File: config.mk
export PLATFORM = sky130hd
export DESIGN_NAME = tlb_lru_lookup
export DESIGN_NICKNAME = d
export VERILOG_FILES = /design/src/rtl/core/tlb_pkg.sv /design/src/rtl/core/tlb_lru_lookup.sv /design/src/rtl/core/tlb_ram.sv /design/src/rtl/core/tlb_seq.sv
export SDC_FILE = /design/constraint.sdc
export NUM_CORES = 1
export LEC_CHECK = 0
export BUFFER_PORTS_ARGS = -buffer_cell sky130_fd_sc_hd__buf_2
export CAP_MARGIN = 25
export CORE_ASPECT_RATIO = 1.75
export CORE_UTILIZATION = 48
export DETAILED_ROUTE_END_ITERATION = 6
export GPL_TIMING_DRIVEN = 0
export PLACE_DENSITY_LB_ADDON = 0.3
export REMOVE_ABC_BUFFERS = 1
export SLEW_MARGIN = 10
export SYNTH_ARGS = -nofsm -noshare
export SYNTH_HDL_FRONTEND = slang
export SYNTH_SLANG_ARGS = --single-unit
File: constraint.sdc
create_clock -name clk -period 11.8 [get_ports clk]
set_clock_uncertainty 0.1 [all_clocks]
set_input_delay 0.59 -clock clk [delete_from_list [all_inputs] [get_ports clk]]
set_output_delay 0.59 -clock clk [all_outputs]
set_load 0.01 [all_outputs]
File: src/rtl/core/tlb_pkg.sv
// Shared types and constants for the fully associative TLB with LRU replacement.
// Used by tlb_seq and tlb_lru_lookup; no dependencies of its own.
package tlb_pkg;

  localparam int unsigned ADDR_W     = 32;
  localparam int unsigned STAMP_W    = 64;
  localparam int unsigned PAGE_OUT_W = 20;
  localparam int unsigned OFFS_OUT_W = 12;
  localparam int unsigned SLOT_OUT_W = 3;

  typedef struct packed {
    logic                  hit;
    logic [PAGE_OUT_W-1:0] page_number;
    logic [OFFS_OUT_W-1:0] page_offset;
    logic [SLOT_OUT_W-1:0] slot_used;
    logic                  evicted;
  } tlb_result_t;

endpackage

File: src/rtl/core/tlb_lru_lookup.sv
// Top level of the fully associative TLB with LRU replacement: entry RAM, sequencer
// and result register. Depends on tlb_pkg, tlb_ram and tlb_seq.
//
//   Channel  Ports                                   Direction  Beat
//   in       in_valid, in_ready, in_virt_addr        input      one address
//   out      out_valid, out_ready, out_hit,          output     one lookup result
//            out_page_number, out_page_offset,
//            out_slot_used, out_evicted
//
// An access is taken in IDLE, which also issues the first read; in SCAN the single
// comparator then walks the RAM one entry at a time, and WRITE writes back the entry.
// A hit ends the walk early. Reset clears every valid bit, the use counter and the
// output valid flag at once; no clearing pass is needed.
// A stalled result holds the write-back until the output register frees up; a new
// address is still taken while a finished result waits.
module tlb_lru_lookup #(
  parameter int unsigned ENTRIES     = 5,
  parameter int unsigned OFFSET_BITS = 12
) (
  input  logic                              clk,
  input  logic                              rst_n,
  input  logic                              in_valid,
  output logic                              in_ready,
  input  logic [tlb_pkg::ADDR_W-1:0]        in_virt_addr,
  output logic                              out_valid,
  input  logic                              out_ready,
  output logic                              out_hit,
  output logic [tlb_pkg::PAGE_OUT_W-1:0]    out_page_number,
  output logic [tlb_pkg::OFFS_OUT_W-1:0]    out_page_offset,
  output logic [tlb_pkg::SLOT_OUT_W-1:0]    out_slot_used,
  output logic                              out_evicted
);

  localparam int unsigned IDX_W  = (ENTRIES > 1) ? $clog2(ENTRIES) : 1;
  localparam int unsigned PAGE_W = tlb_pkg::ADDR_W - OFFSET_BITS;
  localparam int unsigned ENT_W  = PAGE_W + tlb_pkg::STAMP_W;

  logic                 ram_wr_en;
  logic [IDX_W-1:0]     ram_wr_addr;
  logic [ENT_W-1:0]     ram_wr_data;
  logic                 ram_rd_en;
  logic [IDX_W-1:0]     ram_rd_addr;
  logic [ENT_W-1:0]     ram_rd_data;
  logic                 res_valid;
  logic                 res_ready;
  tlb_pkg::tlb_result_t res;
  tlb_pkg::tlb_result_t out_res_r;
  logic                 out_valid_r;

  tlb_ram #(
    .WIDTH (ENT_W),
    .DEPTH (ENTRIES)
  ) u_ram (
    .clk     (clk),
    .wr_en   (ram_wr_en),
    .wr_addr (ram_wr_addr),
    .wr_data (ram_wr_data),
    .rd_en   (ram_rd_en),
    .rd_addr (ram_rd_addr),
    .rd_data (ram_rd_data)
  );

  tlb_seq #(
    .ENTRIES     (ENTRIES),
    .OFFSET_BITS (OFFSET_BITS)
  ) u_seq (
    .clk          (clk),
    .rst_n        (rst_n),
    .in_valid     (in_valid),
    .in_ready     (in_ready),
    .in_virt_addr (in_virt_addr),
    .ram_wr_en    (ram_wr_en),
    .ram_wr_addr  (ram_wr_addr),
    .ram_wr_data  (ram_wr_data),
    .ram_rd_en    (ram_rd_en),
    .ram_rd_addr  (ram_rd_addr),
    .ram_rd_data  (ram_rd_data),
    .res_valid    (res_valid),
    .res_ready    (res_ready),
    .res          (res)
  );

  assign res_ready = !out_valid_r || out_ready;

  always_ff @(posedge clk) begin
    if (!rst_n) begin
      out_valid_r <= 1'b0;
    end else if (res_ready) begin
      out_valid_r <= res_valid;
    end
  end

  always_ff @(posedge clk) begin
    if (res_valid && res_ready) begin
      out_res_r <= res;
    end
  end

  assign out_valid       = out_valid_r;
  assign out_hit         = out_res_r.hit;
  assign out_page_number = out_res_r.page_number;
  assign out_page_offset = out_res_r.page_offset;
  assign out_slot_used   = out_res_r.slot_used;
  assign out_evicted     = out_res_r.evicted;

`ifndef NO_ASSERTIONS
  a_res_only_when_free: assert property (@(posedge clk) disable iff (!rst_n)
    res_valid |-> res_ready)
    else $error("result produced while output register is occupied");

  a_no_result_after_accept: assert property (@(posedge clk) disable iff (!rst_n)
    (in_valid && in_ready) |=> !res_valid)
    else $error("result produced in the cycle after an address was accepted");

  a_busy_after_accept: assert property (@(posedge clk) disable iff (!rst_n)
    (in_valid && in_ready) |=> !in_ready)
    else $error("new address taken while a lookup is in progress");

  a_hit_not_evicted: assert property (@(posedge clk) disable iff (!rst_n)
    res_valid |-> !(res.hit && res.evicted))
    else $error("hit result also flags an eviction");
`endif

endmodule

File: src/rtl/core/tlb_ram.sv
// Generic single-clock RAM with one write port and one registered read port.
// No dependencies.
module tlb_ram #(
  parameter int unsigned WIDTH = 8,
  parameter int unsigned DEPTH = 4
) (
  input  logic                                  clk,
  input  logic                                  wr_en,
  input  logic [(DEPTH > 1 ? $clog2(DEPTH) : 1)-1:0] wr_addr,
  input  logic [WIDTH-1:0]                      wr_data,
  input  logic                                  rd_en,
  input  logic [(DEPTH > 1 ? $clog2(DEPTH) : 1)-1:0] rd_addr,
  output logic [WIDTH-1:0]                      rd_data
);

  logic [WIDTH-1:0] mem [DEPTH];

  always_ff @(posedge clk) begin
    if (wr_en) begin
      mem[wr_addr] <= wr_data;
    end
    if (rd_en) begin
      rd_data <= mem[rd_addr];
    end
  end

endmodule

File: src/rtl/core/tlb_seq.sv
// Lookup sequencer: walks the entry RAM one slot per cycle, tracks hit, empty and LRU slot,
// then writes back page and stamp. Depends on tlb_pkg.
module tlb_seq #(
  parameter int unsigned ENTRIES     = 5,
  parameter int unsigned OFFSET_BITS = 12,
  localparam int unsigned IDX_W      = (ENTRIES > 1) ? $clog2(ENTRIES) : 1,
  localparam int unsigned PAGE_W     = tlb_pkg::ADDR_W - OFFSET_BITS,
  localparam int unsigned ENT_W      = PAGE_W + tlb_pkg::STAMP_W
) (
  input  logic                        clk,
  input  logic                        rst_n,
  input  logic                        in_valid,
  output logic                        in_ready,
  input  logic [tlb_pkg::ADDR_W-1:0]  in_virt_addr,
  output logic                        ram_wr_en,
  output logic [IDX_W-1:0]            ram_wr_addr,
  output logic [ENT_W-1:0]            ram_wr_data,
  output logic                        ram_rd_en,
  output logic [IDX_W-1:0]            ram_rd_addr,
  input  logic [ENT_W-1:0]            ram_rd_data,
  output logic                        res_valid,
  input  logic                        res_ready,
  output tlb_pkg::tlb_result_t        res
);

  localparam logic [1:0] ST_IDLE  = 2'd0;
  localparam logic [1:0] ST_SCAN  = 2'd1;
  localparam logic [1:0] ST_WRITE = 2'd2;

  localparam logic [IDX_W-1:0] LAST_IDX = IDX_W'(ENTRIES - 1);

  logic [1:0]                   state_r;
  logic [1:0]                   state_nxt;
  logic [ENTRIES-1:0]           valid_r;
  logic [PAGE_W-1:0]            page_r;
  logic [tlb_pkg::OFFS_OUT_W-1:0] offset_r;
  logic [tlb_pkg::STAMP_W-1:0]  use_count_r;
  logic [IDX_W-1:0]             idx_r;
  logic                         hit_r;
  logic [IDX_W-1:0]             hit_idx_r;
  logic                         have_empty_r;
  logic [IDX_W-1:0]             empty_idx_r;
  logic                         have_lru_r;
  logic [IDX_W-1:0]             lru_idx_r;
  logic [tlb_pkg::STAMP_W-1:0]  lru_stamp_r;

  logic                         in_beat;
  logic [tlb_pkg::ADDR_W-1:0]   page_full;
  logic [tlb_pkg::ADDR_W-1:0]   offset_full;
  logic [tlb_pkg::ADDR_W-1:0]   page_ext;
  logic [tlb_pkg::ADDR_W-1:0]   slot_ext;
  logic [PAGE_W-1:0]            rd_page;
  logic [tlb_pkg::STAMP_W-1:0]  rd_stamp;
  logic                         cur_valid;
  logic                         cur_match;
  logic                         scan_last;
  logic [IDX_W-1:0]             slot;
  logic                         commit;

  assign in_ready    = (state_r == ST_IDLE);
  assign in_beat     = in_valid && in_ready;
  assign page_full   = in_virt_addr >> OFFSET_BITS;
  assign offset_full = in_virt_addr & ((tlb_pkg::ADDR_W'(1) << OFFSET_BITS) - tlb_pkg::ADDR_W'(1));

  assign rd_page   = ram_rd_data[ENT_W-1:tlb_pkg::STAMP_W];
  assign rd_stamp  = ram_rd_data[tlb_pkg::STAMP_W-1:0];
  assign cur_valid = valid_r[idx_r];
  assign cur_match = cur_valid && (rd_page == page_r);
  assign scan_last = (idx_r == LAST_IDX);

  assign slot   = hit_r ? hit_idx_r : (have_empty_r ? empty_idx_r : lru_idx_r);
  assign commit = (state_r == ST_WRITE) && res_ready;

  assign ram_rd_en   = in_beat || ((state_r == ST_SCAN) && !cur_match && !scan_last);
  assign ram_rd_addr = in_beat ? '0 : IDX_W'(idx_r + 1'b1);
  assign ram_wr_en   = commit;
  assign ram_wr_addr = slot;
  assign ram_wr_data = {page_r, use_count_r};

  assign page_ext = {{OFFSET_BITS{1'b0}}, page_r};
  assign slot_ext = {{(tlb_pkg::ADDR_W - IDX_W){1'b0}}, slot};

  assign res_valid       = commit;
  assign res.hit         = hit_r;
  assign res.page_number = page_ext[tlb_pkg::PAGE_OUT_W-1:0];
  assign res.page_offset = offset_r;
  assign res.slot_used   = slot_ext[tlb_pkg::SLOT_OUT_W-1:0];
  assign res.evicted     = !hit_r && !have_empty_r;

  always_comb begin
    state_nxt = state_r;
    unique case (state_r)
      ST_IDLE: begin
        if (in_beat) begin
          state_nxt = ST_SCAN;
        end
      end
      ST_SCAN: begin
        if (cur_match || scan_last) begin
          state_nxt = ST_WRITE;
        end
      end
      ST_WRITE: begin
        if (res_ready) begin
          state_nxt = ST_IDLE;
        end
      end
      default: state_nxt = ST_IDLE;
    endcase
  end

  always_ff @(posedge clk) begin
    if (!rst_n) begin
      state_r     <= ST_IDLE;
      valid_r     <= '0;
      use_count_r <= '0;
    end else begin
      state_r <= state_nxt;
      if (in_beat) begin
        use_count_r <= use_count_r + 1'b1;
      end
      if (commit) begin
        valid_r[slot] <= 1'b1;
      end
    end
  end

  always_ff @(posedge clk) begin
    if (in_beat) begin
      page_r       <= page_full[PAGE_W-1:0];
      offset_r     <= offset_full[tlb_pkg::OFFS_OUT_W-1:0];
      idx_r        <= '0;
      hit_r        <= 1'b0;
      have_empty_r <= 1'b0;
      have_lru_r   <= 1'b0;
    end else if (state_r == ST_SCAN) begin
      if (cur_match) begin
        hit_r     <= 1'b1;
        hit_idx_r <= idx_r;
      end else begin
        if (cur_valid) begin
          if (!have_lru_r || (rd_stamp < lru_stamp_r)) begin
            have_lru_r  <= 1'b1;
            lru_idx_r   <= idx_r;
            lru_stamp_r <= rd_stamp;
          end
        end else if (!have_empty_r) begin
          have_empty_r <= 1'b1;
          empty_idx_r  <= idx_r;
        end
        if (!scan_last) begin
          idx_r <= IDX_W'(idx_r + 1'b1);
        end
      end
    end
  end

endmodule
==> results.rst <==
.. list-table::
   :header-rows: 1

   * - Metric
     - Value
   * - Maximum level of the CTS H-tree
     - 2
   * - Antenna violations before repair
     - 1
   * - Most crowded layer after global routing
     - met2
   * - Cell leakage power
     - 0.0114 uW
   * - Placeable core region
     - 60000 sq um
   * - Biggest area contributors in the synthesized netlist
     - sky130_fd_sc_hd__edfxtp_1 67%, sky130_fd_sc_hd__dfxtp_1 5.4%, sky130_fd_sc_hd__o21ai_0 3.2%
   * - Pwr dens
     - 187 nW/um^2
   * - Synthesized area divided by synthesized cell count
     - 13.8 sq um
   * - Vias in the first global route
     - 17.5k
   * - Area growth syn-to-layout
     - 13.4%
   * - Hold buffer count at CTS
     - 0
   * - Minimum clock period
     - 4020 ps
   * - Vias after detailed routing
     - 17.1k
   * - Path category of the worst min-delay check
     - primary input to flop
   * - Clock Path Buffers
     - 3
   * - Critical path peak fanout
     - 54
   * - Critical path arrival
     - 4280 ps
   * - Routed length per placed instance
     - 21.1 microns
   * - Total CTS buffers
     - 59
   * - Max-capacitance violation count
     - 0
   * - Total number of placement rows
     - 119
   * - Number of unique standard cell types used by synthesis
     - 60
   * - Portion of the post-synthesis area used by sequential elements
     - 0.720
   * - Met3 track demand over resource in global routing
     - 0.0206
   * - Number of gates given a new drive strength after cts
     - 0
   * - Top FF cell, synth
     - sky130_fd_sc_hd__edfxtp_1
   * - Max-slew violation count
     - 0
   * - Detailed-placement wirelength estimate
     - 38500 microns
   * - Switching power summed over all nets
     - 1650 uW
   * - Clock sink total
     - 724
   * - Count of state elements after synthesis
     - 724
   * - Ratio of routed vias to standard cells
     - 5.69
   * - Maximum number of pins on one net before global-route repair
     - 71
   * - Post-synthesis instance area
     - 29100 sq um
   * - Synth Instances
     - 2101
   * - Non-Filler Instances
     - 3009
   * - Clk Latency, worst-skew pair
     - 610 ps
   * - Weighted congestion at the end of routability-driven global placement
     - 0.757
   * - Element type at the critical path end
     - flop
   * - Clock network fraction of total power
     - 0.320
   * - Sequential Power Share
     - 0.500
   * - Fraction of final layout cells with drive strength greater than 1
     - 0.108
   * - Instance count after placement with tap cells included
     - 2900
   * - Buffers on Ports
     - 74
   * - Status
     - completed
   * - Total power of the final layout
     - 6160 uW
   * - Global routing met2 resource utilization
     - 0.394
   * - Detail Route Antenna Nets
     - 0
   * - Overall die width
     - 188 microns
   * - Share of total power consumed by net switching
     - 0.268
   * - Met1 Use GR
     - 0.224
   * - Antenna fix cells
     - 0
   * - CTS tree
     - yes
   * - Number of enable flip-flop cells after synthesis
     - 646
   * - Worst slew margin
     - 0.404
   * - Die area
     - 61600 sq um
   * - Share of the cycle needed by the critical path after routing
     - 0.340
   * - DR DRC count
     - 0
   * - Die Span Y
     - 328 microns
   * - Startpoint type of the worst setup path
     - flop
   * - Yosys synthesis warning count
     - 0
   * - GRT Overall Usage
     - 0.206
   * - Clock-pin slew on the worst setup and hold paths
     - 70 ps
   * - Core Util, Final
     - 0.550
   * - Critical path class
     - flop to flop
   * - Required time of the critical path
     - 12070 ps
   * - Share of total power in combinational logic
     - 0.180
   * - Tightest Pin Transition
     - 893 ps
   * - Total count of hold-check failures in the final report
     - 0
   * - Synth async-reset ratio
     - 0
   * - Final Worst Setup Slack
     - 7780 ps
   * - Total iterations of the first detailed-routing run
     - 5
   * - Largest vdd supply drop
     - 0.000171 V
   * - Initial Util
     - 0.485
   * - Cell internal pwr
     - 4510 uW
   * - Pre-CTS worst setup slack
     - 7750 ps
   * - First-pass GRT wire length
     - 97200 microns
   * - Maximum frequency from static timing analysis
     - 0.249 GHz
   * - Master cell of the clock root buffer
     - sky130_fd_sc_hd__clkbuf_16
   * - Number of post-CTS setup repair buffers
     - 0
   * - Final setup fails
     - 0
   * - Post-detailed-routing wire length
     - 63600 microns
   * - RSZ-0062 raised after global routing
     - false
   * - DRC marker count from the first detailed-route iteration
     - 1612
   * - Cell taking the most area after synthesis
     - sky130_fd_sc_hd__edfxtp_1
   * - Remaining Overflow, GRT
     - 0
   * - Sum of negative setup slack
     - 0 ps
   * - Post-synth top area share
     - 0.667
   * - Nets
     - 2277
   * - Number of primary I/O pins
     - 75
[sequential cells by signal (all words and copies together), names as in the netlist, 3 cells and up]
name	count
u_seq.lru_stamp_r	64
u_seq.valid_r	5
u_seq.hit_idx_r	3
u_ram.rd_data	84
u_ram.mem	420
out_page_number	20
out_page_offset	12
out_slot_used	3
u_seq.lru_idx_r	3
u_seq.use_count_r	64
u_seq.offset_r	12
u_seq.empty_idx_r	3
u_seq.page_r	20
u_seq.idx_r	3
[power groups by stage]
| stage | clock, uW | combinational [uW] | sequential [uW] |
|---|---|---|---|
| final | 1970 | 1110 | 3080 |
| after floorplan | 0 | 730 | 3120 |
| after detailed placement | 0 | 1110 | 3130 |
| after CTS | 2000 | 1120 | 3080 |
| after global routing | 2090 | 1210 | 3090 |
| after global placement | 0 | 1100 | 3190 |
[area by class of cell]
class / instances / area (sq um)
clock buffers: 77 / 1620
multi-input cells: 1192 / 7480
flip-flops and latches: 724 / 21000
inverters: 81 / 312
well taps: 786 / 983
fillers: 4598 / 27000
repair buffers: 117 / 1320
clock inverters: 32 / 318
[cell usage after synthesis (7+ instances only)]
library cell	count
sky130_fd_sc_hd__o21a_1	10
sky130_fd_sc_hd__ha_1	66
sky130_fd_sc_hd__nor4_1	11
sky130_fd_sc_hd__nand4_1	36
sky130_fd_sc_hd__dfxtp_1	78
sky130_fd_sc_hd__buf_1	7
sky130_fd_sc_hd__mux2i_1	91
sky130_fd_sc_hd__edfxtp_1	646
sky130_fd_sc_hd__xor2_1	16
sky130_fd_sc_hd__nand3_1	29
sky130_fd_sc_hd__nor2_1	243
sky130_fd_sc_hd__a221o_1	85
sky130_fd_sc_hd__xnor2_1	54
sky130_fd_sc_hd__and3_1	8
sky130_fd_sc_hd__clkbuf_1	69
sky130_fd_sc_hd__inv_1	81
sky130_fd_sc_hd__nand2_1	227
sky130_fd_sc_hd__a21oi_1	35
sky130_fd_sc_hd__o21ai_0	188
sky130_fd_sc_hd__buf_2	18
sky130_fd_sc_hd__nor3_1	22
[through the flow]
step	instance area (sq um)	hold WS (ps)
after detailed placement	31100	307
final	33000	48.3
after floorplan	28600	300
after global placement	30000	302
after CTS	33000	23.6
after global routing	33000	29.0
[cell families after synthesis]
| family | Yosys count | share of synthesized area |
|---|---|---|
| DFF | 724 | 0.720 |
| and+or+nand+nor | 620 | 0.0944 |
| AOI/OAI and AO/OA | 343 | 0.0771 |
| buffers and inverters | 185 | 0.0262 |
| muxes | 93 | 0.0325 |
| xor gates and xnor gates | 70 | 0.0211 |
| adders and majority gates | 66 | 0.0284 |
[critical path, stage by stage, from the launching register on]
cell and delay, ps:
sky130_fd_sc_hd__dfxtp_4 560, sky130_fd_sc_hd__buf_16 290, sky130_fd_sc_hd__buf_16 280, sky130_fd_sc_hd__inv_1 120, sky130_fd_sc_hd__ha_4 690, sky130_fd_sc_hd__nand2_4 410, sky130_fd_sc_hd__buf_16 320, sky130_fd_sc_hd__mux2i_1 170
sky130_fd_sc_hd__a221o_1 340, sky130_fd_sc_hd__o21ai_0 360
[routing by layer]
metal  vias up  part of all wire
met5         -           0.00020
met4         2             0.043
met3       144             0.044
met2       545              0.55
met1      8513              0.37
li1       7905                 -
[final timing paths]
kind	startpoint	endpoint	slack (ps)	cells after the start
setup reg to reg	u_seq.idx_r[0]	u_ram.rd_data[31]	7780	9
setup / recovery	u_seq.idx_r[0]	u_ram.rd_data[31]	7780	9
hold reg to reg	u_seq.offset_r[9]	out_page_offset[9]	320	0
hold / removal	in_virt_addr[12]	u_seq.page_r[0]	50	1
[cells in the final DEF (no fill, tap or decap), types with 22 or more instances in the layout]
cell / Yosys / final
sky130_fd_sc_hd__dfxtp_1: 78 / 77
sky130_fd_sc_hd__edfxtp_1: 646 / 646
sky130_fd_sc_hd__nand4_1: 36 / 36
sky130_fd_sc_hd__mux2i_1: 91 / 91
sky130_fd_sc_hd__nand2_1: 227 / 225
sky130_fd_sc_hd__buf_2: 18 / 75
sky130_fd_sc_hd__nor2_1: 243 / 237
sky130_fd_sc_hd__nand3_1: 29 / 29
sky130_fd_sc_hd__inv_1: 81 / 79
sky130_fd_sc_hd__buf_12: 0 / 22
sky130_fd_sc_hd__xnor2_1: 54 / 54
sky130_fd_sc_hd__o21ai_0: 188 / 188
sky130_fd_sc_hd__clkbuf_16: 0 / 60
sky130_fd_sc_hd__ha_1: 66 / 65
sky130_fd_sc_hd__a221o_1: 85 / 85
sky130_fd_sc_hd__a21oi_1: 35 / 35
Note: power is estimated with default switching activity, not from simulation.
